--- src/hdl/isrt_pkg.sv ---
// shared types and constants for the insertion sorter
package isrt_pkg;

  localparam int MAX_ITEMS  = 64;
  localparam int DATA_WIDTH = 32;
  localparam int CNT_W      = $clog2(MAX_ITEMS + 1);

  typedef logic signed [DATA_WIDTH-1:0] data_t;
  typedef logic [CNT_W-1:0]             count_t;

  // per-cycle command broadcast along the chain
  typedef struct packed {
    logic ins;
    logic shift;
  } cell_ctrl_t;

  typedef enum logic [1:0] {
    ST_FILL  = 2'b01,
    ST_DRAIN = 2'b10
  } state_t;

endpackage

--- src/hdl/isrt_cell.sv ---
// one cell of the systolic insertion chain
module isrt_cell (
  input  logic                clk,
  input  logic                rst_n,
  input  isrt_pkg::cell_ctrl_t ctrl,
  input  isrt_pkg::data_t     key,
  input  isrt_pkg::data_t     prev_value,
  input  logic                prev_valid,
  input  logic                prev_take,
  input  isrt_pkg::data_t     next_value,
  input  logic                next_valid,
  output isrt_pkg::data_t     value,
  output logic                valid,
  output logic                take
);

  isrt_pkg::data_t value_r;
  isrt_pkg::data_t value_nxt;
  logic            valid_r;
  logic            valid_nxt;

  // strict compare keeps equal keys in arrival order
  assign take  = !valid_r || (key < value_r);
  assign value = value_r;
  assign valid = valid_r;

  always_comb begin
    value_nxt = value_r;
    valid_nxt = valid_r;
    if (ctrl.shift) begin
      value_nxt = next_value;
      valid_nxt = next_valid;
    end else if (ctrl.ins) begin
      if (prev_take) begin
        value_nxt = prev_value;
        valid_nxt = prev_valid;
      end else if (take) begin
        value_nxt = key;
        valid_nxt = 1'b1;
      end
    end
  end

  always_ff @(posedge clk) begin
    value_r <= value_nxt;
    if (!rst_n) begin
      valid_r <= 1'b0;
    end else begin
      valid_r <= valid_nxt;
    end
  end

endmodule

--- config.mk ---
export PLATFORM = sky130hd
export DESIGN_NAME = isrt_cell
export DESIGN_NICKNAME = d
export VERILOG_FILES = /design/src/hdl/isrt_pkg.sv /design/src/hdl/isrt_cell.sv
export SDC_FILE = /design/constraint.sdc
export NUM_CORES = 1
export LEC_CHECK = 0
export ABC_AREA = 1
export CAP_MARGIN = 10
export CORE_MARGIN = 8
export CORE_UTILIZATION = 40
export DETAILED_ROUTE_END_ITERATION = 16
export DONT_BUFFER_PORTS = 1
export PLACE_DENSITY = 0.55
export SLEW_MARGIN = 20
export SYNTH_ARGS = -nofsm -noshare
export SYNTH_HDL_FRONTEND = slang
export SYNTH_SLANG_ARGS = --single-unit
export TNS_END_PERCENT = 1
--- constraint.sdc ---
create_clock -name clk -period 2.27 [get_ports clk]
set_input_delay 0.1135 -clock clk [delete_from_list [all_inputs] [get_ports clk]]
set_output_delay 0.1135 -clock clk [all_outputs]
set_load 0.02 [all_outputs]
==> results of run 1 <==
[metrics by stage]
stage | cell area, sq um | setup TNS (ns) | std cells | util [%]
floorplan | 2600 | -4.54 | 329 | -
global placement | 2930 | 0 | 429 | 46.7
detailed placement | 2930 | 0 | 429 | 46.7
CTS | 3010 | 0 | 437 | 48.0
global route | 3040 | -1.83 | 438 | 48.4
finish | 3040 | 0 | 438 | 48.4
[cell type report]
class / count / area (sq um) / area share (%)
Clock buffer: 6 / 72.6 / 2.39
Tap cell: 77 / 96.3 / 3.17
Timing Repair Buffer: 38 / 298 / 9.81
Inverter: 45 / 173 / 5.69
Multi-Input combinational cell: 237 / 1410 / 46.3
Sequential cell: 33 / 981 / 32.3
Clock inverter: 2 / 10.0 / 0.330
[routing by layer]
layer | up-vias | routed length (um) | GRT usage, % | share of wire [%]
met2 | 77 | 3630 | 27.7 | 50
li1 | 1150 | - | - | -
met3 | 6 | 709 | 5.77 | 9.8
met5 | - | 0 | 0 | 0
met1 | 1040 | 2840 | 18.0 | 39
met4 | 0 | 70 | 4.23 | 0.97
[placed cells by master (no fill, tap or decap), drive strengths merged]
master	instances
nand2	101
nand3	69
inv	43
buf	38
edfxtp	32
ha	31
a21oi	14
nor2	11
clkbuf	6
o21ai	4
clkinv	3
nor3	2
nand4	2
clkinvlp	1
xor2	1
o22ai	1
nand3b	1
dfxtp	1
[where the power goes]
part	switching (mW)	internal, mW	leakage [nW]
Clock	0.213	0.212	0.0450
Sequential	0.0399	0.754	0.340
Combinational	0.334	0.240	1.09
[worst reg2reg max path, delay by kind of cell, from the launching register on]
| family | cells | cell delay (ns) |
|---|---|---|
| AOI/OAI and AO/OA | 1 | 0.13 |
| adders and majority gates | 1 | 0.32 |
| buffers and inverters | 5 | 0.42 |
| DFF | 1 | 0.35 |
| and+or+nand+nor | 7 | 0.64 |
[registers in the layout, indices dropped and copies added (netlist names)]
name / cells
valid: 1
value: 32
[cells by family after synthesis]
group,count (synthesis),share of synthesized area [%]
simple gates,186,32.9
buf+inv,59,8.71
flops,33,38.4
fa+ha+maj,31,15.2
compound gates,19,4.50
xor+xnor,1,0.343
[timing repair]
item / 4_1_cts / 5_1_grt
setup buffers: 0 / 1
resized for setup: 0 / 7
setup endpoints to repair: 0 / 33
[worst paths after layout]
kind,slack [ns],to,start
setup / recovery,0.10,value[16],value[15]
hold / removal,0.02,value[1],key[1]
setup reg to reg,0.10,value[16],value[15]
hold reg to reg,0.74,valid,valid
==> flow_summary.json, run 1 <==
{
  "die_area_sq_um": 9210,
  "crit_fanout": 24,
  "grt_overflow_total": 0,
  "n_fill_cell": 635,
  "drtAntennaViolNets": 0,
  "wl_per_cell_um": 16.5,
  "htree_levels": 2,
  "yosys.cell_types.count": 26,
  "port_buffers": 0,
  "finish.net_count": 494,
  "drv_slew": 0,
  "clock_latency_ns": 0.28,
  "num_rows": 29,
  "synth_ff_type": "edfxtp_1",
  "period_minus_slack_ns": 2.17,
  "hold_viol": 0,
  "grt_first_pass_wirelength_mm": 11.4,
  "cp.depth": 14,
  "hold_path_class": "input pin to register",
  "cts_root_buffer": "clkbuf_8",
  "syn_area_sq_um": 2560,
  "grt_use_total_pct": 15.9,
  "start_kind": "register",
  "clockBufferDepth": 2,
  "status": "complete, no violations",
  "synth_top_area_share_pct": 37.6,
  "slew_headroom_pct": 75.6,
  "design.core.area_sq_um": 6280,
  "die_w_um": 96.0,
  "crit_required_ns": 2.25,
  "crit_family": "simple AND/OR/NAND/NOR gates",
  "ys_async_sr_fraction_pct": 0,
  "slowest_delay_ns": 0.35,
  "boundaryPins": 137,
  "grt_pass1_vias": 2325,
  "routed_wl_mm": 7.25,
  "ys_seq_elements": 33,
  "syn_avg_cell_area_sq_um": 7.77,
  "drc_errors": 0,
  "crit_path_top_delay_cell": "edfxtp_1",
  "synth_nets": 463,
  "clock_skew_ns": 0.00723,
  "synth_edf_count": 32,
  "r2r_cells": 14,
  "rsz0062_at_grt": "yes",
  "grt_max_degree": 35,
  "drt_pass1_iterations": 4,
  "fin_hold_ws_ns": 0.0153,
  "fmax_mhz": 461,
  "gp_congestion": 0.749,
  "crit_buf_inv": 5,
  "start_util_pct": 40.7,
  "drt_iter0_markers": 86,
  "crit_type": "register to register",
  "cts_buffers": 5,
  "yosys.area.top_type": "edfxtp_1",
  "power_mw": 1.79,
  "endpoint_kind": "register",
  "synth_most_common_cell": "nand2_1",
  "synth_cells": 329,
  "ys_top_cells_by_area": "edfxtp_1 38%, ha_1 15%, nand2_1 14%",
  "area_growth_syn_to_layout_pct": 18.7,
  "die_y_um": 96.0,
  "cts_sinks": 33,
  "via_per_inst": 5.19,
  "synth_commonest_cells": "97 x nand2_1, 67 x nand3_1, 44 x inv_1, 32 x edfxtp_1, 31 x ha_1",
  "clk_pin_slew_ns": 0.07,
  "hpwl_mm": 5.78,
  "max_slew.worst_pin.slew_ns": 0.366,
  "antenna_found_initial": 0,
  "powerDensity_nw_per_um2": 590,
  "leakagePower_nw": 1.47,
  "cap_violations": 0,
  "crit_arrival_ns": 2.15,
  "dp_slack_ns": 0.0880,
  "hold_buffers": 0,
  "vias": 2273,
  "cts_tree": "built",
  "antenna_cells": 0,
  "peakVddDrop_mv": 0.351,
  "setup_viol": 0,
  "whs_path_depth": 2,
  "yosysSeqAreaShare_pct": 38.4,
  "crit_path_cell_trace": "inv_1, ha_1, nand2_2, inv_1, nand3_2, inv_1, a21oi_2, nand2_1, nand2_2, nand3_1, nand4_4, nand2_2, clkinvlp_4, buf_12",
  "fin_crit_sh_pct": 95.5,
  "drive_above_1_share_pct": 19.9,
  "fin_ws_ns": 0.102,
  "ys_warn_count": 0
}
Power figures use the tool's default switching activity.
==> inputs of run 2 (changes only) <==
- REMOVE_ABC_BUFFERS: unset -> 1
==> run 2 against run 1 <==
Sequential cell count unchanged. Cell count up 0.68%. Via count down 0.13%. Die area unchanged. Power up 3.1%. Sequential share of layout area down 0.92 points. Critical path type unchanged. Largest power group unchanged. Highest routed layer unchanged.
==> flow_summary.json, run 2 (synthesis gave the netlist of run 1 again) <==
{
  "leakagePower_nw": 1.51,
  "p_int_mw": 1.26,
  "via_per_inst": 5.15,
  "clock_latency_ns": 0.28,
  "gp_congestion": 0.721,
  "setup_viol": 0,
  "hold_path_class": "input pin to register",
  "clockBufferDepth": 2,
  "crit_type": "register to register",
  "drtAntennaViolNets": 0,
  "period_minus_slack_ns": 2.14,
  "die_area_sq_um": 9210,
  "design.core.area_sq_um": 6280,
  "start_util_pct": 40.7,
  "drive_above_1_share_pct": 20.1,
  "crit_fanout": 5,
  "powerDensity_nw_per_um2": 591,
  "largest_reg_flops": 32,
  "crit_required_ns": 2.32,
  "dp_slack_ns": 0.0494,
  "peakVddDrop_mv": 0.303,
  "whs_path_depth": 2,
  "slew_headroom_pct": 74.8,
  "hpwl_mm": 5.32,
  "fin_ws_ns": 0.135,
  "status": "complete, no violations",
  "cap_violations": 0,
  "routed_wl_mm": 7.08,
  "cts_buffers": 5,
  "die_w_um": 96.0,
  "htree_levels": 2,
  "grt_first_pass_wirelength_mm": 10.6,
  "hold_viol": 0,
  "endpoint_kind": "register",
  "clock_skew_ns": 0.00528,
  "antenna_found_initial": 0,
  "start_kind": "register",
  "die_y_um": 96.0,
  "cts_root_buffer": "clkbuf_8",
  "grt_pass1_vias": 2255,
  "drv_slew": 0,
  "cts_sinks": 33,
  "crit_arrival_ns": 2.18,
  "area_growth_syn_to_layout_pct": 22.2,
  "tns_ns": 0,
  "grt_max_degree": 36,
  "drc_errors": 0,
  "seq_power_share_pct": 42.7,
  "final_cell_mix": "95 x nand2_1, 67 x nand3_1, 42 x inv_1, 35 x buf_4, 32 x edfxtp_1",
  "vias": 2270,
  "p_comb_share_pct": 32.3,
  "num_rows": 29,
  "fmax_mhz": 468,
  "cts_tree": "built",
  "finish.net_count": 497,
  "fin_crit_sh_pct": 94.1,
  "final_common_cell": "nand2_1",
  "clk_pin_slew_ns": 0.07,
  "drt_pass1_iterations": 4,
  "port_buffers": 0,
  "r2r_cells": 13,
  "swShare_pct": 31.8,
  "max_slew.worst_pin.slew_ns": 0.378,
  "drt_iter0_markers": 56,
  "power.switching_uw": 588,
  "grt_use_total_pct": 14.9,
  "clkPwrFrac_pct": 25.0,
  "wl_per_cell_um": 16.0,
  "rsz0062_at_grt": "yes",
  "grt_overflow_total": 0,
  "boundaryPins": 137,
  "antenna_cells": 0
}
==> run 2: cell count changes in the layout (fill, tap and decap cells not counted), sizes merged <==
cell         delta
clkbuf          +4
clkinv          -1
dlygate4sd3     +1
clkinvlp        -1
==> run 2: area by class of cell <==
cell class,count,area [sq um]
Clock buffer,8,90.1
Fill cell,634,3150
Inverter,45,174
Multi-Input combinational cell,237,1410
Sequential cell,33,981
Tap cell,77,96.3
Timing Repair Buffer,41,374
==> run 2: critical path, cell delays in order, from the launching register on <==
cell	delay, ns
edfxtp_1	0.39
inv_1	0.07
ha_1	0.23
a21oi_1	0.15
o21ai_1	0.09
nand2_1	0.06
nand3_1	0.09
a21oi_2	0.17
nand2_2	0.09
nand2_2	0.08
nand4_4	0.08
nand2_2	0.12
clkinv_4	0.11
clkbuf_16	0.18
==> run 2: final timing paths <==
check | start | slack (ns) | end
worst max-delay path | value[19] | 0.13 | value[26]
worst min register to register | valid | 0.75 | valid
worst max register to register | value[19] | 0.13 | value[26]
worst min-delay path | key[23] | 0.02 | value[23]
==> run 2: what timing repair did <==
action / in CTS / in global routing
setup buffers: 0 / 1
hold buffers: 1 / 0
setup endpoints to repair: 0 / 33
gates resized for setup: 0 / 14
hold endpoints to repair: 1 / 0
==> run 2: metal layers <==
layer  track usage (%)  share of wire, %  vias to the layer above
met2              25.0                49                       93
met3              6.01                11                        4
met1              17.3                40                     1018
met4              3.84              0.62                        0
met5                 0                 0                        -
li1                  -                 -                     1155
==> run 2: through the flow <==
step / std cells / hold slack [ns] / cell area [sq um] / power, mW / util [%]
6_report: 441 / 0.0217 / 3120 / 1.85 / 49.8
3_5_place_dp: 428 / 0.300 / 2900 / 1.36 / 46.1
5_1_grt: 441 / 0.00786 / 3120 / 1.98 / 49.8
3_3_place_gp: 428 / 0.297 / 2900 / 1.35 / 46.1
2_1_floorplan: 315 / 0.290 / 2500 / 1.17 / -
4_1_cts: 437 / 0.0105 / 3000 / 1.84 / 47.7
==> run 2: power groups by stage <==
| stage | clock network (mW) | logic (mW) | registers [mW] |
|---|---|---|---|
| floorplan | 0 | 0.290 | 0.884 |
| global placement | 0 | 0.552 | 0.801 |
| detailed placement | 0 | 0.561 | 0.803 |
| CTS | 0.483 | 0.565 | 0.789 |
| global route | 0.505 | 0.674 | 0.800 |
| finish | 0.462 | 0.596 | 0.790 |
